===== src/hdl/ksd_pkg.sv =====
// ============================================================================
// Keyboard scancode decoder package
// Shared constants, key tables, state record and result record for the
// scancode-set-1 keyboard decoder.
// ============================================================================
package ksd_pkg;

    // Widths of the transaction fields.
    localparam int SCAN_W    = 8;
    localparam int MAKE_W    = 7;
    localparam int KEY_W     = 9;
    localparam int MOD_W     = 6;
    localparam int COUNT_W   = 32;
    localparam int KEYMAP_W  = 2 * KEY_W;

    // Raw scancodes with a fixed meaning.
    localparam logic [SCAN_W-1:0] SC_EXT_PREFIX = 8'hE0;
    localparam logic [MAKE_W-1:0] SC_LSHIFT     = 7'h2A;
    localparam logic [MAKE_W-1:0] SC_RSHIFT     = 7'h36;
    localparam logic [MAKE_W-1:0] SC_CTRL       = 7'h1D;
    localparam logic [MAKE_W-1:0] SC_ALT        = 7'h38;
    localparam logic [MAKE_W-1:0] SC_CAPS_LOCK  = 7'h3A;
    localparam logic [MAKE_W-1:0] SC_NUM_LOCK   = 7'h45;
    localparam logic [MAKE_W-1:0] SC_LSUPER     = 7'h5B;
    localparam logic [MAKE_W-1:0] SC_RSUPER     = 7'h5C;

    // Make codes that change meaning after the extended prefix.
    localparam logic [MAKE_W-1:0] SC_EXT_UP     = 7'h48;
    localparam logic [MAKE_W-1:0] SC_EXT_DOWN   = 7'h50;
    localparam logic [MAKE_W-1:0] SC_EXT_LEFT   = 7'h4B;
    localparam logic [MAKE_W-1:0] SC_EXT_RIGHT  = 7'h4D;
    localparam logic [MAKE_W-1:0] SC_EXT_HOME   = 7'h47;
    localparam logic [MAKE_W-1:0] SC_EXT_END    = 7'h4F;
    localparam logic [MAKE_W-1:0] SC_EXT_PGUP   = 7'h49;
    localparam logic [MAKE_W-1:0] SC_EXT_PGDN   = 7'h51;
    localparam logic [MAKE_W-1:0] SC_EXT_INS    = 7'h52;
    localparam logic [MAKE_W-1:0] SC_EXT_DEL    = 7'h53;
    localparam logic [MAKE_W-1:0] SC_EXT_ENTER  = 7'h1C;
    localparam logic [MAKE_W-1:0] SC_EXT_SLASH  = 7'h35;

    // Special key codes.
    localparam logic [KEY_W-1:0] KEY_NONE        = 9'h000;
    localparam logic [KEY_W-1:0] KEY_ESC         = 9'h100;
    localparam logic [KEY_W-1:0] KEY_BKSP        = 9'h101;
    localparam logic [KEY_W-1:0] KEY_TAB         = 9'h102;
    localparam logic [KEY_W-1:0] KEY_RETURN      = 9'h103;
    localparam logic [KEY_W-1:0] KEY_F1          = 9'h104;
    localparam logic [KEY_W-1:0] KEY_F2          = 9'h105;
    localparam logic [KEY_W-1:0] KEY_F3          = 9'h106;
    localparam logic [KEY_W-1:0] KEY_F4          = 9'h107;
    localparam logic [KEY_W-1:0] KEY_F5          = 9'h108;
    localparam logic [KEY_W-1:0] KEY_F6          = 9'h109;
    localparam logic [KEY_W-1:0] KEY_F7          = 9'h10A;
    localparam logic [KEY_W-1:0] KEY_F8          = 9'h10B;
    localparam logic [KEY_W-1:0] KEY_F9          = 9'h10C;
    localparam logic [KEY_W-1:0] KEY_F10         = 9'h10D;
    localparam logic [KEY_W-1:0] KEY_F11         = 9'h10E;
    localparam logic [KEY_W-1:0] KEY_F12         = 9'h10F;
    localparam logic [KEY_W-1:0] KEY_NAV_HOME    = 9'h110;
    localparam logic [KEY_W-1:0] KEY_ARROW_UP    = 9'h111;
    localparam logic [KEY_W-1:0] KEY_PGUP        = 9'h112;
    localparam logic [KEY_W-1:0] KEY_ARROW_LEFT  = 9'h113;
    localparam logic [KEY_W-1:0] KEY_ARROW_RIGHT = 9'h114;
    localparam logic [KEY_W-1:0] KEY_END         = 9'h115;
    localparam logic [KEY_W-1:0] KEY_ARROW_DOWN  = 9'h116;
    localparam logic [KEY_W-1:0] KEY_PGDN        = 9'h117;
    localparam logic [KEY_W-1:0] KEY_INS         = 9'h118;
    localparam logic [KEY_W-1:0] KEY_DEL         = 9'h119;
    localparam logic [KEY_W-1:0] KEY_LAST        = KEY_DEL;

    // ASCII bounds used for case folding and console codes.
    localparam logic [KEY_W-1:0] CHR_LOWER_A = 9'h061;
    localparam logic [KEY_W-1:0] CHR_LOWER_Z = 9'h07A;
    localparam logic [KEY_W-1:0] CHR_UPPER_A = 9'h041;
    localparam logic [KEY_W-1:0] CHR_UPPER_Z = 9'h05A;
    localparam logic [KEY_W-1:0] CHR_SLASH   = 9'h02F;
    localparam logic [KEY_W-1:0] CASE_DELTA  = CHR_LOWER_A - CHR_UPPER_A;
    localparam logic [KEY_W-1:0] CONSOLE_MAX = 9'd26;

    // Modifier masks.
    localparam logic [MOD_W-1:0] M_SHIFT = 6'b000001;
    localparam logic [MOD_W-1:0] M_CTRL  = 6'b000010;
    localparam logic [MOD_W-1:0] M_ALT   = 6'b000100;
    localparam logic [MOD_W-1:0] M_SUPER = 6'b001000;
    localparam logic [MOD_W-1:0] M_CAPS  = 6'b010000;
    localparam logic [MOD_W-1:0] M_NUM   = 6'b100000;

    // Decoder state record, one entry of the state memory.
    typedef struct packed {
        logic [COUNT_W-1:0] press_count;
        logic               prefix;
        logic [MOD_W-1:0]   mods;
    } ksd_state_t;

    // One decoded key event.
    typedef struct packed {
        logic               key_released;
        logic [KEY_W-1:0]   key_code;
        logic [MOD_W-1:0]   modifier_flags;
        logic               console_valid;
        logic [KEY_W-1:0]   console_code;
        logic [COUNT_W-1:0] press_total;
    } ksd_result_t;

    // Unshifted key table.
    function automatic logic [KEY_W-1:0] plain_key(input logic [MAKE_W-1:0] make);
        logic [KEY_W-1:0] k;
        begin
            case (make)
                7'h01: k = KEY_ESC;
                7'h02: k = 9'h031;
                7'h03: k = 9'h032;
                7'h04: k = 9'h033;
                7'h05: k = 9'h034;
                7'h06: k = 9'h035;
                7'h07: k = 9'h036;
                7'h08: k = 9'h037;
                7'h09: k = 9'h038;
                7'h0A: k = 9'h039;
                7'h0B: k = 9'h030;
                7'h0C: k = 9'h02D;
                7'h0D: k = 9'h03D;
                7'h0E: k = KEY_BKSP;
                7'h0F: k = KEY_TAB;
                7'h10: k = 9'h071;
                7'h11: k = 9'h077;
                7'h12: k = 9'h065;
                7'h13: k = 9'h072;
                7'h14: k = 9'h074;
                7'h15: k = 9'h079;
                7'h16: k = 9'h075;
                7'h17: k = 9'h069;
                7'h18: k = 9'h06F;
                7'h19: k = 9'h070;
                7'h1A: k = 9'h05B;
                7'h1B: k = 9'h05D;
                7'h1C: k = KEY_RETURN;
                7'h1E: k = 9'h061;
                7'h1F: k = 9'h073;
                7'h20: k = 9'h064;
                7'h21: k = 9'h066;
                7'h22: k = 9'h067;
                7'h23: k = 9'h068;
                7'h24: k = 9'h06A;
                7'h25: k = 9'h06B;
                7'h26: k = 9'h06C;
                7'h27: k = 9'h03B;
                7'h28: k = 9'h027;
                7'h29: k = 9'h060;
                7'h2B: k = 9'h05C;
                7'h2C: k = 9'h07A;
                7'h2D: k = 9'h078;
                7'h2E: k = 9'h063;
                7'h2F: k = 9'h076;
                7'h30: k = 9'h062;
                7'h31: k = 9'h06E;
                7'h32: k = 9'h06D;
                7'h33: k = 9'h02C;
                7'h34: k = 9'h02E;
                7'h35: k = 9'h02F;
                7'h37: k = 9'h02A;
                7'h39: k = 9'h020;
                7'h3B: k = KEY_F1;
                7'h3C: k = KEY_F2;
                7'h3D: k = KEY_F3;
                7'h3E: k = KEY_F4;
                7'h3F: k = KEY_F5;
                7'h40: k = KEY_F6;
                7'h41: k = KEY_F7;
                7'h42: k = KEY_F8;
                7'h43: k = KEY_F9;
                7'h44: k = KEY_F10;
                7'h47: k = KEY_NAV_HOME;
                7'h48: k = KEY_ARROW_UP;
                7'h49: k = KEY_PGUP;
                7'h4A: k = 9'h02D;
                7'h4B: k = KEY_ARROW_LEFT;
                7'h4C: k = 9'h035;
                7'h4D: k = KEY_ARROW_RIGHT;
                7'h4E: k = 9'h02B;
                7'h4F: k = KEY_END;
                7'h50: k = KEY_ARROW_DOWN;
                7'h51: k = KEY_PGDN;
                7'h52: k = KEY_INS;
                7'h53: k = KEY_DEL;
                7'h57: k = KEY_F11;
                7'h58: k = KEY_F12;
                default: k = KEY_NONE;
            endcase
            return k;
        end
    endfunction

    // Shifted key table; only entries that differ from the plain table are listed.
    function automatic logic [KEY_W-1:0] shift_key(input logic [MAKE_W-1:0] make);
        logic [KEY_W-1:0] k;
        begin
            case (make)
                7'h02: k = 9'h021;
                7'h03: k = 9'h040;
                7'h04: k = 9'h023;
                7'h05: k = 9'h024;
                7'h06: k = 9'h025;
                7'h07: k = 9'h05E;
                7'h08: k = 9'h026;
                7'h09: k = 9'h02A;
                7'h0A: k = 9'h028;
                7'h0B: k = 9'h029;
                7'h0C: k = 9'h05F;
                7'h0D: k = 9'h02B;
                7'h10: k = 9'h051;
                7'h11: k = 9'h057;
                7'h12: k = 9'h045;
                7'h13: k = 9'h052;
                7'h14: k = 9'h054;
                7'h15: k = 9'h059;
                7'h16: k = 9'h055;
                7'h17: k = 9'h049;
                7'h18: k = 9'h04F;
                7'h19: k = 9'h050;
                7'h1A: k = 9'h07B;
                7'h1B: k = 9'h07D;
                7'h1E: k = 9'h041;
                7'h1F: k = 9'h053;
                7'h20: k = 9'h044;
                7'h21: k = 9'h046;
                7'h22: k = 9'h047;
                7'h23: k = 9'h048;
                7'h24: k = 9'h04A;
                7'h25: k = 9'h04B;
                7'h26: k = 9'h04C;
                7'h27: k = 9'h03A;
                7'h28: k = 9'h022;
                7'h29: k = 9'h07E;
                7'h2B: k = 9'h07C;
                7'h2C: k = 9'h05A;
                7'h2D: k = 9'h058;
                7'h2E: k = 9'h043;
                7'h2F: k = 9'h056;
                7'h30: k = 9'h042;
                7'h31: k = 9'h04E;
                7'h32: k = 9'h04D;
                7'h33: k = 9'h03C;
                7'h34: k = 9'h03E;
                7'h35: k = 9'h03F;
                default: k = plain_key(make);
            endcase
            return k;
        end
    endfunction

    // Extended-prefix remap of navigation keys, keypad enter and keypad slash.
    function automatic logic [KEY_W-1:0] remap_extended(input logic [MAKE_W-1:0] make,
                                                        input logic [KEY_W-1:0]  key);
        logic [KEY_W-1:0] k;
        begin
            case (make)
                SC_EXT_UP:    k = KEY_ARROW_UP;
                SC_EXT_DOWN:  k = KEY_ARROW_DOWN;
                SC_EXT_LEFT:  k = KEY_ARROW_LEFT;
                SC_EXT_RIGHT: k = KEY_ARROW_RIGHT;
                SC_EXT_HOME:  k = KEY_NAV_HOME;
                SC_EXT_END:   k = KEY_END;
                SC_EXT_PGUP:  k = KEY_PGUP;
                SC_EXT_PGDN:  k = KEY_PGDN;
                SC_EXT_INS:   k = KEY_INS;
                SC_EXT_DEL:   k = KEY_DEL;
                SC_EXT_ENTER: k = KEY_RETURN;
                SC_EXT_SLASH: k = CHR_SLASH;
                default:      k = key;
            endcase
            return k;
        end
    endfunction

endpackage


===== src/hdl/ksd_stream_if.sv =====
// ============================================================================
// Keyboard scancode decoder stream interfaces
// Valid/ready channels for raw scancodes and for decoded key events.
// ============================================================================

// Raw scancode channel.
interface ksd_scan_if;
    import ksd_pkg::*;

    logic              valid;
    logic              ready;
    logic [SCAN_W-1:0] scancode;

    modport source (output valid, output scancode, input ready);
    modport sink   (input valid, input scancode, output ready);
endinterface

// Decoded key event channel.
interface ksd_key_if;
    import ksd_pkg::*;

    logic               valid;
    logic               ready;
    logic               key_released;
    logic [KEY_W-1:0]   key_code;
    logic [MOD_W-1:0]   modifier_flags;
    logic               console_valid;
    logic [KEY_W-1:0]   console_code;
    logic [COUNT_W-1:0] press_total;

    modport source (output valid, output key_released, output key_code,
                    output modifier_flags, output console_valid, output console_code,
                    output press_total, input ready);
    modport sink   (input valid, input key_released, input key_code,
                    input modifier_flags, input console_valid, input console_code,
                    input press_total, output ready);
endinterface


===== src/hdl/ksd_keymap_rom.sv =====
// ============================================================================
// Keyboard scancode decoder key map ROM
// Synchronous ROM returning the shifted and plain key codes of a make code.
// ============================================================================
module ksd_keymap_rom
    import ksd_pkg::*;
(
    input  logic                clk,
    input  logic                rd_en,
    input  logic [MAKE_W-1:0]   rd_addr,
    output logic [KEYMAP_W-1:0] rd_data
);

    logic [KEYMAP_W-1:0] rd_data_reg;

    // Both table entries are read together; the decode stage picks one
    // once the shift state is known.
    always_ff @(posedge clk)
    begin
        if (rd_en)
        begin
            rd_data_reg <= {shift_key(rd_addr), plain_key(rd_addr)};
        end
    end

    assign rd_data = rd_data_reg;

endmodule


===== src/hdl/keyboard_scancode_decoder.sv =====
// ============================================================================
// Keyboard scancode decoder
// Decodes scancode-set-1 bytes into key events with modifiers and console codes.
// ============================================================================
// The decoder takes one scancode byte per clock and gives at most one key
// event per byte. A byte goes through two stages: when it is accepted, the
// key map ROM and the single-entry state memory (held modifiers, extended
// prefix and press count) are read; the decode stage then decodes it, and
// when it retires the new state is written back and any event is loaded
// into the output register, with the written record forwarded to the next
// byte so that back-to-back bytes see each other's effect. An event is
// valid in the output register once its byte retires, and the sustained
// rate is one byte per cycle while the input is not stalled. The input
// stalls only while the decode stage holds a byte that makes an event and
// the output register still holds an event the receiver has not taken.
// Bytes that cause no event (the extended prefix, modifier and lock keys,
// unmapped codes) give none. No clearing pass is needed after reset.
module keyboard_scancode_decoder
    import ksd_pkg::*;
(
    input  logic       clk,
    input  logic       rst_n,
    ksd_scan_if.sink   scan,
    ksd_key_if.source  keys
);

    // Handshake and stage control.
    logic                scan_fire;
    logic                dec_adv;
    logic                dec_valid_reg;
    logic [SCAN_W-1:0]   dec_code_reg;
    logic [KEYMAP_W-1:0] map_word;

    // State memory and forwarding path.
    ksd_state_t          state_mem [1];
    logic                state_written_reg;
    ksd_state_t          rd_state_reg;
    ksd_state_t          wr_state_reg;
    logic                fwd_reg;
    ksd_state_t          state_cur;
    ksd_state_t          state_next;

    // Decode results.
    logic                has_result;
    ksd_result_t         result;
    logic                out_valid_reg;
    ksd_result_t         out_res_reg;

    assign scan_fire  = scan.valid & scan.ready;
    assign dec_adv    = dec_valid_reg & (~has_result | ~out_valid_reg | keys.ready);
    assign scan.ready = ~dec_valid_reg | dec_adv;

    // Key map lookup issued at acceptance.
    ksd_keymap_rom u_keymap_rom (
        .clk     (clk),
        .rd_en   (scan_fire),
        .rd_addr (scan.scancode[MAKE_W-1:0]),
        .rd_data (map_word)
    );

    // State memory: read at acceptance, written when the decode stage retires.
    always_ff @(posedge clk)
    begin
        if (dec_adv)
        begin
            state_mem[0] <= state_next;
            wr_state_reg <= state_next;
        end
        if (scan_fire)
        begin
            rd_state_reg <= state_written_reg ? state_mem[0] : '0;
            dec_code_reg <= scan.scancode;
        end
    end

    // A read that coincides with a write returns the old record, so the
    // decode stage uses the written record instead.
    assign state_cur = fwd_reg ? wr_state_reg : rd_state_reg;

    // Decode of one scancode against the current state.
    always_comb
    begin
        logic              released;
        logic [MAKE_W-1:0] make;
        logic              shifted;
        logic [MOD_W-1:0]  modbit;
        logic [MOD_W-1:0]  lockbit;
        logic [KEY_W-1:0]  key;
        logic              caps;
        logic              is_lower;
        logic              is_upper;

        released = dec_code_reg[SCAN_W-1];
        make     = dec_code_reg[MAKE_W-1:0];
        shifted  = |(state_cur.mods & M_SHIFT);
        caps     = |(state_cur.mods & M_CAPS);
        modbit   = '0;
        lockbit  = '0;

        case (make)
            SC_LSHIFT:    modbit  = M_SHIFT;
            SC_RSHIFT:    modbit  = M_SHIFT;
            SC_CTRL:      modbit  = M_CTRL;
            SC_ALT:       modbit  = M_ALT;
            SC_LSUPER:    modbit  = M_SUPER;
            SC_RSUPER:    modbit  = M_SUPER;
            SC_CAPS_LOCK: lockbit = M_CAPS;
            SC_NUM_LOCK:  lockbit = M_NUM;
            default:      modbit  = '0;
        endcase

        // Table lookup, extended remap and caps lock case folding.
        key = shifted ? map_word[KEYMAP_W-1:KEY_W] : map_word[KEY_W-1:0];
        if (state_cur.prefix)
        begin
            key = remap_extended(make, key);
        end
        is_lower = (key >= CHR_LOWER_A) && (key <= CHR_LOWER_Z);
        is_upper = (key >= CHR_UPPER_A) && (key <= CHR_UPPER_Z);
        if (caps && is_lower)
        begin
            key = key - CASE_DELTA;
        end
        else if (caps && shifted && is_upper)
        begin
            key = key + CASE_DELTA;
        end
        is_lower = (key >= CHR_LOWER_A) && (key <= CHR_LOWER_Z);
        is_upper = (key >= CHR_UPPER_A) && (key <= CHR_UPPER_Z);

        state_next        = state_cur;
        has_result        = 1'b0;
        result            = '0;
        result.key_released   = released;
        result.key_code       = key;
        result.press_total    = state_cur.press_count;

        if (dec_code_reg == SC_EXT_PREFIX)
        begin
            state_next.prefix = 1'b1;
        end
        else if (modbit != '0)
        begin
            state_next.prefix = 1'b0;
            state_next.mods   = released ? (state_cur.mods & ~modbit)
                                         : (state_cur.mods | modbit);
        end
        else if (lockbit != '0)
        begin
            state_next.prefix = 1'b0;
            if (!released)
            begin
                state_next.mods = state_cur.mods ^ lockbit;
            end
        end
        else
        begin
            state_next.prefix = 1'b0;
            if (key != KEY_NONE)
            begin
                has_result = 1'b1;
                if (!released)
                begin
                    state_next.press_count = state_cur.press_count + 1'b1;
                    result.press_total     = state_next.press_count;
                    if (|(state_cur.mods & M_CTRL))
                    begin
                        if (is_lower)
                        begin
                            result.console_valid = 1'b1;
                            result.console_code  = key - (CHR_LOWER_A - 1'b1);
                        end
                        else if (is_upper)
                        begin
                            result.console_valid = 1'b1;
                            result.console_code  = key - (CHR_UPPER_A - 1'b1);
                        end
                    end
                    else
                    begin
                        result.console_valid = 1'b1;
                        result.console_code  = key;
                    end
                end
            end
        end
        result.modifier_flags = state_cur.mods;
    end

    // Output register payload.
    always_ff @(posedge clk)
    begin
        if (dec_adv && has_result)
        begin
            out_res_reg <= result;
        end
    end

    // Control state.
    always_ff @(posedge clk or negedge rst_n)
    begin
        if (!rst_n)
        begin
            dec_valid_reg     <= 1'b0;
            state_written_reg <= 1'b0;
            fwd_reg           <= 1'b0;
            out_valid_reg     <= 1'b0;
        end
        else
        begin
            if (scan_fire)
            begin
                dec_valid_reg <= 1'b1;
                fwd_reg       <= dec_adv;
            end
            else if (dec_adv)
            begin
                dec_valid_reg <= 1'b0;
            end
            if (dec_adv)
            begin
                state_written_reg <= 1'b1;
            end
            if (dec_adv && has_result)
            begin
                out_valid_reg <= 1'b1;
            end
            else if (keys.ready)
            begin
                out_valid_reg <= 1'b0;
            end
        end
    end

    assign keys.valid          = out_valid_reg;
    assign keys.key_released   = out_res_reg.key_released;
    assign keys.key_code       = out_res_reg.key_code;
    assign keys.modifier_flags = out_res_reg.modifier_flags;
    assign keys.console_valid  = out_res_reg.console_valid;
    assign keys.console_code   = out_res_reg.console_code;
    assign keys.press_total    = out_res_reg.press_total;

endmodule


===== src/flat_wrapper.sv =====
// flat-port wrapper written by rule: the top's interface ports become plain ports
module keyboard_scancode_decoder_flat import ksd_pkg::*;
  (clk, rst_n, scan_valid, scan_scancode, scan_ready, keys_valid, keys_key_released, keys_key_code, keys_modifier_flags, keys_console_valid, keys_console_code, keys_press_total, keys_ready);
  ksd_scan_if scan_i ();
  ksd_key_if keys_i ();
  input  logic clk;
  input  logic rst_n;
  input wire logic [$bits(scan_i.valid)-1:0] scan_valid;
  input wire logic [$bits(scan_i.scancode)-1:0] scan_scancode;
  output wire logic [$bits(scan_i.ready)-1:0] scan_ready;
  output wire logic [$bits(keys_i.valid)-1:0] keys_valid;
  output wire logic [$bits(keys_i.key_released)-1:0] keys_key_released;
  output wire logic [$bits(keys_i.key_code)-1:0] keys_key_code;
  output wire logic [$bits(keys_i.modifier_flags)-1:0] keys_modifier_flags;
  output wire logic [$bits(keys_i.console_valid)-1:0] keys_console_valid;
  output wire logic [$bits(keys_i.console_code)-1:0] keys_console_code;
  output wire logic [$bits(keys_i.press_total)-1:0] keys_press_total;
  input wire logic [$bits(keys_i.ready)-1:0] keys_ready;
  assign scan_i.valid = scan_valid;
  assign scan_i.scancode = scan_scancode;
  assign scan_ready = scan_i.ready;
  assign keys_valid = keys_i.valid;
  assign keys_key_released = keys_i.key_released;
  assign keys_key_code = keys_i.key_code;
  assign keys_modifier_flags = keys_i.modifier_flags;
  assign keys_console_valid = keys_i.console_valid;
  assign keys_console_code = keys_i.console_code;
  assign keys_press_total = keys_i.press_total;
  assign keys_i.ready = keys_ready;
  keyboard_scancode_decoder u_core (.clk(clk), .rst_n(rst_n), .scan(scan_i), .keys(keys_i));
endmodule

===== config.mk =====
export PLATFORM = sky130hd
export DESIGN_NAME = keyboard_scancode_decoder_flat
export DESIGN_NICKNAME = d
export VERILOG_FILES = /design/src/hdl/ksd_pkg.sv /design/src/hdl/ksd_stream_if.sv /design/src/hdl/ksd_keymap_rom.sv /design/src/hdl/keyboard_scancode_decoder.sv /design/src/flat_wrapper.sv
export SDC_FILE = /design/constraint.sdc
export NUM_CORES = 1
export LEC_CHECK = 0
export ABC_AREA = 1
export CAP_MARGIN = 20
export CORE_MARGIN = 2
export CORE_UTILIZATION = 38
export CTS_BUF_LIST = sky130_fd_sc_hd__clkbuf_16
export CTS_CLUSTER_DIAMETER = 50
export CTS_CLUSTER_SIZE = 14
export DETAILED_ROUTE_END_ITERATION = 16
export DONT_BUFFER_PORTS = 1
export HOLD_SLACK_MARGIN = 0.05
export PLACE_DENSITY_LB_ADDON = 0.15
export SYNTH_ARGS = -nofsm -noshare
export SYNTH_HDL_FRONTEND = slang
export SYNTH_SLANG_ARGS = --single-unit

===== constraint.sdc =====
create_clock -name clk -period 6.13 [get_ports clk]
set_input_delay 1.226 -clock clk [delete_from_list [all_inputs] [get_ports clk]]
set_output_delay 1.226 -clock clk [all_outputs]
set_load 0.01 [all_outputs]

After elaboration in Yosys (flattened, before gate mapping)
Memories as Yosys holds them, arrays and structs flattened. A register that Yosys moved wholly into a read port is not among the register bits.
Cells that the tools add are included.
{"block": "classes", "bitwise_logic": 13, "n_reduce_logical": 17, "add_sub_neg": 5, "eq_ne": 68, "n_lt_le_gt_ge": 8, "muxes": 38}
{"operator": "one-hot mux 9 bit (47 select lines)", "count": 1}
{"operator": "two-way mux 32 bit", "count": 10}
{"operator": "== test 7 x 6 -> 1 bit, second input constant", "count": 26}
{"operator": "== test 7 x 5 -> 1 bit, second input constant", "count": 16}
{"operator": "one-hot mux 9 bit (12 select lines)", "count": 1}
{"operator": "== test 7 bit, second input constant", "count": 13}
{"operator": "== test 7 x 4 -> 1 bit, second input constant", "count": 6}
{"operator": "two-way mux 39 bit", "count": 1}
{"operator": "greater-or-equal comparator 9 x 7 -> 1 bit, second input constant", "count": 4}
{"operator": "less-or-equal comparator 9 x 7 -> 1 bit, second input constant", "count": 4}
{"operator": "two-way mux 9 bit", "count": 4}
{"operator": "adder 32 x 1 -> 32 bit, second input constant", "count": 1}
{"operator": "two-way mux 10 bit", "count": 3}
{"operator": "two-way mux 6 bit", "count": 5}
{"operator": "== test 7 x 3 -> 1 bit, second input constant", "count": 4}
{"operator": "subtractor 9 x 7 -> 9 bit, second input constant", "count": 2}
{"operator": "one-hot mux 4 bit (4 select lines)", "count": 1}
{"operator": "== test 7 x 2 -> 1 bit, second input constant", "count": 2}
{"operator": "one-hot mux 6 bit (2 select lines)", "count": 1}
{"operator": "nonzero test 6 bit", "count": 2}
{"operator": "two-way mux 1 bit", "count": 11}
{"operator": "adder 9 x 6 -> 9 bit, second input constant", "count": 1}
{"operator": "nonzero test 9 bit", "count": 1}
{"operator": "subtractor 9 x 6 -> 9 bit, second input constant", "count": 1}
{"operator": "other kinds (13)", "count": 28}
{"block": "totals", "n_memories": 3, "ff_bits": 127, "input_bits": 12, "ramBits": 39, "mem_bits_ro": 2048, "output_inout_bits": 60, "elab_cells": 167}
{"name": "(no name shown)", "words": 128, "width": 8, "rd": 1, "rd_ports_with_merged_regs": 0, "write_ports": 0, "line_no": "ksd_pkg.sv:109", "rtl": "case (make)"}
{"name": "(no name shown)", "words": 128, "width": 8, "rd": 1, "rd_ports_with_merged_regs": 1, "write_ports": 0, "line_no": "ksd_pkg.sv:109"}
{"name": "u_core.state_mem", "words": 1, "width": 39, "rd": 1, "rd_ports_with_merged_regs": 1, "write_ports": 1, "line_no": "keyboard_scancode_decoder.sv:35", "rtl": "ksd_state_t state_mem [1];"}

Longest topological paths before layout
{"block": "depth", "ltp_word": 21, "mapped_depth": 32, "mapped_depth_nobuf": 31}

Cells and area by module
From an unflattened synthesis, not the netlist that was laid out.
{"block": "hier_totals", "hier_cells": 1231, "hier_area_um2": 10133.5}
{"module": "keyboard_scancode_decoder", "instances": 1, "cells_each": 823, "area_each_um2": 7815.0, "seq_area_each_um2": 4424.2}
{"module": "ksd_keymap_rom", "instances": 1, "cells_each": 408, "area_each_um2": 2318.5, "seq_area_each_um2": 480.5}

Least setup slack after synthesis
Ideal clock, no wire load.
{"block": "synth_path", "path_type": "reg-to-reg", "start": "reg u_core.dec_code_reg[4]", "end": "reg u_core.out_res_reg (netlist bit u_core.keys.console_code[0]), enable pin", "path_buffers": 1, "path_slack_ps": 686, "path_stages_with_launch": 29, "setup_ps": 412, "arrival_ps": 5032, "period_less_slack_ps": 5444, "required_time_ps": 5718, "path_cell_list": "edfxtp_1 inv_2 nand2_2 nor2_2 nand2_1 nand2_1 inv_2 nand3_4 nand2_4 buf_8 o21ai_2 inv_1 ha_1 nor2_2 inv_1 nand2_1 nand2_2 nand2_2 o211ai_1 o21ai_0 ha_1 nand3_1 nor2_4 nand2_8 nand2_4 o21ai_2 inv_2 nand2_1 inv_1"}
{"block": "synth_between", "elab_chain_len": 18, "word_cells_on_any_way": 51, "cone_classes": "2 x add/sub; 4 x order compare; 21 x eq/ne; 10 x mux; 4 x bitwise; 10 x reduce/logical"}
{"element": "from (decl)", "line_no": "keyboard_scancode_decoder.sv:31", "rtl": "logic [SCAN_W-1:0] dec_code_reg;"}
{"element": "from (signal assigned)", "line_no": "keyboard_scancode_decoder.sv:72", "rtl": "dec_code_reg <= scan.scancode;"}
{"element": "== test 7 x 6 -> 1 bit (tied with other cells)", "line_no": "ksd_pkg.sv:257", "rtl": "case (make)"}
{"element": "one-hot mux 9 bit (12 select lines)", "line_no": "ksd_pkg.sv:257"}
{"element": "two-way mux 9 bit", "line_no": "keyboard_scancode_decoder.sv:114", "rtl": "if (state_cur.prefix)"}
{"element": "greater-or-equal comparator 9 x 7 -> 1 bit / less-or-equal comparator 9 x 7 -> 1 bit (equally long branches)", "line_no": "keyboard_scancode_decoder.sv:119", "rtl": "is_upper = (key >= CHR_UPPER_A) && (key <= CHR_UPPER_Z);"}
{"element": "logical AND 1 bit", "line_no": "keyboard_scancode_decoder.sv:119"}
{"element": "logical AND 1 bit", "line_no": "keyboard_scancode_decoder.sv:124", "rtl": "else if (caps && shifted && is_upper)"}
{"element": "two-way mux 9 bit", "line_no": "keyboard_scancode_decoder.sv:124"}
{"element": "two-way mux 9 bit", "line_no": "keyboard_scancode_decoder.sv:120", "rtl": "if (caps && is_lower)"}
{"element": "[2 not listed]"}
{"element": "two-way mux 1 bit", "line_no": "keyboard_scancode_decoder.sv:148", "rtl": "else if (lockbit != '0)"}
{"element": "two-way mux 1 bit", "line_no": "keyboard_scancode_decoder.sv:142", "rtl": "else if (modbit != '0)"}
{"element": "two-way mux 1 bit *", "line_no": "keyboard_scancode_decoder.sv:138", "rtl": "if (dec_code_reg == SC_EXT_PREFIX)"}
{"element": "inverter 1 bit *", "line_no": "keyboard_scancode_decoder.sv:50", "rtl": "assign dec_adv = dec_valid_reg & (~has_result | ~out_valid_reg | keys.ready);"}
{"element": "bitwise OR 1 bit * (2 in a row)", "line_no": "keyboard_scancode_decoder.sv:50"}
{"element": "bitwise AND 1 bit *", "line_no": "keyboard_scancode_decoder.sv:50"}
{"element": "via u_core.dec_adv", "line_no": "keyboard_scancode_decoder.sv:29", "rtl": "logic dec_adv;"}
{"element": "logical AND 1 bit *", "line_no": "keyboard_scancode_decoder.sv:193", "rtl": "if (dec_adv && has_result)"}
{"element": "to (signal assigned)", "line_no": "keyboard_scancode_decoder.sv:195", "rtl": "out_res_reg <= result;"}
{"element": "to (decl)", "line_no": "keyboard_scancode_decoder.sv:47", "rtl": "ksd_result_t out_res_reg;"}
Mark *: on every way through the listed nets, which the timed path passes. The rest lies on a longest branch.
A chain may end at the register's enable or synchronous reset.

Final worst setup path
{"block": "layout_path", "start": "reg u_core.dec_code_reg[0]", "end": "out scan_ready"}
{"block": "layout_between", "elab_chain_len": 18, "word_cells_on_any_way": 51, "cone_classes": "2 x add/sub; 4 x order compare; 21 x eq/ne; 10 x mux; 5 x bitwise; 9 x reduce/logical"}
{"element": "== test 7 x 6 -> 1 bit (tied with other cells)", "line_no": "ksd_pkg.sv:257"}
{"element": "one-hot mux 9 bit (12 select lines)", "line_no": "ksd_pkg.sv:257"}
{"element": "two-way mux 9 bit", "line_no": "keyboard_scancode_decoder.sv:114"}
{"element": "greater-or-equal comparator 9 x 7 -> 1 bit / less-or-equal comparator 9 x 7 -> 1 bit (equally long branches)", "line_no": "keyboard_scancode_decoder.sv:119"}
{"element": "logical AND 1 bit", "line_no": "keyboard_scancode_decoder.sv:119"}
{"element": "logical AND 1 bit", "line_no": "keyboard_scancode_decoder.sv:124"}
{"element": "two-way mux 9 bit", "line_no": "keyboard_scancode_decoder.sv:124"}
{"element": "two-way mux 9 bit", "line_no": "keyboard_scancode_decoder.sv:120"}
{"element": "nonzero test 9 bit", "line_no": "keyboard_scancode_decoder.sv:159", "rtl": "if (key != KEY_NONE)"}
{"element": "two-way mux 1 bit", "line_no": "keyboard_scancode_decoder.sv:159"}
{"element": "two-way mux 1 bit", "line_no": "keyboard_scancode_decoder.sv:148"}
{"element": "two-way mux 1 bit", "line_no": "keyboard_scancode_decoder.sv:142"}
{"element": "two-way mux 1 bit *", "line_no": "keyboard_scancode_decoder.sv:138"}
{"element": "inverter 1 bit *", "line_no": "keyboard_scancode_decoder.sv:50"}
{"element": "bitwise OR 1 bit * (2 in a row)", "line_no": "keyboard_scancode_decoder.sv:50"}
{"element": "bitwise AND 1 bit *", "line_no": "keyboard_scancode_decoder.sv:50"}
{"element": "bitwise OR 1 bit *", "line_no": "keyboard_scancode_decoder.sv:51", "rtl": "assign scan.ready = ~dec_valid_reg | dec_adv;"}
{"element": "to (decl)", "line_no": "flat_wrapper.sv:10", "rtl": "output wire logic [$bits(scan_i.ready)-1:0] scan_ready;"}
Mark *: on every way between the ends. The rest lies on a longest branch, timed or not.

==> impl_metrics.tcl <==
set metrics [dict create \
    setup_viol 0 \
    start_util_pct 38.32 \
    dr_total_vias 7743 \
    met3_usage_pct 3.147 \
    slew_headroom_pct 24.67 \
    powerDensity_mw_per_mm2 387.6 \
    synth_top_family_by_area "simple AND/OR/NAND/NOR gates" \
    die_w_um 165.4 \
    grt_setup_unrepaired "false" \
    syn_nets 1171 \
    tightest_slew_ns 1.101 \
    portBuffers 0 \
    yosysSeqAreaShare_pct 49.53 \
    track_usage_pct 19.67 \
    dp_slack_ns 1.131 \
    drc_errors 0 \
    final.min_clock_period_ns 5.474 \
    dieArea_mm2 0.02737 \
    worst_r2r_startpoint "u_core.dec_code_reg[0]" \
    synthFlopType "edfxtp_1" \
    ant_nets 0 \
    grt_max_degree 45 \
    antenna_found_initial 0 \
    synth_edf_count 160 \
    final-hold-violation-count 0 \
    wl_per_cell_um 17.64 \
    wirelength_mm 26.25 \
    synthesis.area_mm2 0.009902 \
    synth_mux_area_share_pct 1.415 \
    cts_setup_buffers 0 \
    layout-drive-gt1-share_pct 11.62 \
    die-height_um 165.4 \
    ys_ff_latch 164 \
    ys_warn_count 0 \
    avgSynthCellArea_um2 8.732 \
    synthAdderAreaFrac_pct 3.159 \
    first_pass_iters 5 \
    core_area_mm2 0.02584 \
    cts_hold_buf 0 \
    fin_ws_ns 0.6557 \
    cp.arrival_ns 4.25 \
    grt_use_met2_pct 35.23 \
    synth.distinct_cells 60 \
    grt_pass1_wl_mm 41.23 \
    yosys.area_share.simple_pct 27.58 \
    cts_resized 0 \
    worstSetupEndpointType "output port" \
    diodes 0 \
    htreeDepth 4 \
    crit_type "flop to output port" \
    ff2ff_setup_slack_ns 1.17 \
    io-pin-count 72 \
    yosys.area.top_type "edfxtp_1" \
    drt_iter0_drc 557 \
    power.total_mw 4.212 \
    placed_cell_area_mm2 0.01030 \
    synthCells 1134 \
    synthMostInstantiatedCell "nand2_1" \
    crit_fanout 13 \
    top_usage_layer "met2" \
    cts.sinks 164 \
    grt_use_met1_pct 23.88 \
    min_path_type "input pin to async pin" \
    viasPerCell 5.204 \
    maxCapViolCount 0 \
    largest_reg_flops 39 \
    slew_violations 0 \
    fmax_ghz 0.1827 \
    rr_worst_depth 26 \
    fin_tns_setup_ns 0 \
    grt_pass1_vias 7524 \
    synth_compound_area_share_pct 8.807 \
    yosys.area.top_type_share_pct 48.52 \
    power.leakage_nw 4.573 \
    rr_endpoint "u_core.keys.console_code[3]" \
    yosys-top-cells-count "nand2_1 (243), edfxtp_1 (160), inv_1 (158), nor2_1 (137), nand3_1 (59)" \
    cts_made_buffers 17 \
    post-route-period-util_pct 89.30 \
    detailed_place_hpwl_mm 19.30 \
    synth.area.top_cells "edfxtp_1 (49%), nand2_1 (9.2%), inv_1 (6.0%)" \
    final_area_mm2 0.01087 \
    cp-start-kind "flop" \
    cts_tree "built" \
    grt_overflow 0 \
    clkSlewWorstSetupHoldPaths_ns 0.06 \
    num_rows 59 \
    synthXorXnorAreaFrac_pct 1.946 \
    cts_root_buf "clkbuf_16" \
    max-vdd-ir-drop_uv 208.3 \
    place.gp.congestion 0.9387 \
    outcome "finished clean" \
    clock_path_buffers 2 \
    fillCellCount 2610 \
    postSynth.asyncResetShare_pct 2.439 \
    fin_skew_ns 0.01191 \
    whs_ns 0.4892 \
    areaGrowthSynthToFinish_pct 9.743 \
    worst-endpoint-required_ns 4.90 \
    nets 1177 \
    clock_insertion_delay_worst_skew_ns 0.43 \
]
[final cells by class]
class	instances	area [um^2]	area share, %
Clock buffer	17	425.4	3.915
Clock inverter	15	141.4	1.301
Inverter	172	645.6	5.941
Multi-Input combinational cell	776	4249	39.10
Sequential cell	164	4906	45.15
Tap cell	335	419.2	3.857
Timing Repair Buffer	9	80.08	0.7369
[critical path, stage by stage (launching register included)]
cell and delay, ns:
edfxtp_1 0.44, nor2_1 0.27, nand2_1 0.13, inv_1 0.08
nand2_2 0.06, nand2_1 0.11, inv_2 0.06, nand3_4 0.12
nand2_4 0.13, o21ai_2 0.33, inv_1 0.13, ha_1 0.22
nor2_2 0.15, nand2_1 0.07, nand2_1 0.07, nand3_2 0.11
o211ai_1 0.16, o21ai_0 0.20, ha_1 0.27, nand3_1 0.14
nor2_4 0.08, a21oi_4 0.32, nand4_4 0.19
[layer usage]
metal  wire (um)  vias up
met4         655        0
met3        1091       47
li1            -     3840
met2       13350      239
met1       11160     3617
met5           0        -
[cells in the final DEF, fill, tap and decap left out, types with 3 or more instances in the layout]
master      synthesis  final
o21ai_1             6      6
mux2i_1            14     14
xor2_1             17     17
nand3_2             5      5
clkinvlp_4          0      3
nand3_1            59     59
clkinv_1            2      4
o31ai_1             3      3
nor2_4              7      7
dfrtp_1             4      3
inv_1             158    156
nand4_1            24     24
a21oi_1            29     29
buf_4               2      8
nand2_4             5      5
nor3_1             15     15
inv_2              12     14
nand2_2            19     19
inv_6               0      6
nand3b_1            3      3
edfxtp_1          160    160
a2111oi_0           5      5
o221ai_1            6      6
xnor2_1             5      5
clkbuf_16           0     17
ha_1               25     25
nor4_1             15     15
o21ai_2             4      4
nor2_2              6      6
o21ai_0            49     49
nand2_1           243    243
nor2_1            137    137
o2111ai_1           4      4
or2_2              23     23
o211ai_1           11     11
a31oi_1             8      8
[how the worst max path moves through the flow]
stage,slack [ns],to,startpoint
2_1_floorplan,0.69,u_core.keys.console_code[0],u_core.dec_code_reg[4]
4_1_cts,0.66,scan_ready,u_core.dec_code_reg[0]
3_3_place_gp,1.27,scan_ready,u_core.dec_code_reg[4]
5_1_grt,0.28,scan_ready,u_core.dec_code_reg[0]
6_report,0.66,scan_ready,u_core.dec_code_reg[0]
3_5_place_dp,1.13,scan_ready,u_core.dec_code_reg[0]
[cells by family (layout without fill, tap and decap cells)]
logic type,Yosys count,after routing
xor gates and xnor gates,22,22
DFF,164,164
adders and majority gates,25,25
muxes,14,14
and+or+nand+nor,575,575
buffers and inverters,194,213
AOI/OAI and AO/OA,140,140
[where the power goes]
group / switching (mW) / total (mW) / internal, mW / leakage (nW)
combinational: 0.946 / 1.33 / 0.384 / 2.72
clock: 0.471 / 1.04 / 0.568 / 0.269
sequential: 0.173 / 1.84 / 1.67 / 1.59
total: 1.59 / 4.21 / 2.62 / 4.57
[through the flow]
stage          cells  utilization (%)
5_1_grt         1488            42.06
3_5_place_dp    1456            39.86
4_1_cts         1488            42.06
2_1_floorplan   1134                -
6_report        1488            42.06
3_3_place_gp    1456            39.86
Note: power is estimated with default switching activity, not from simulation.
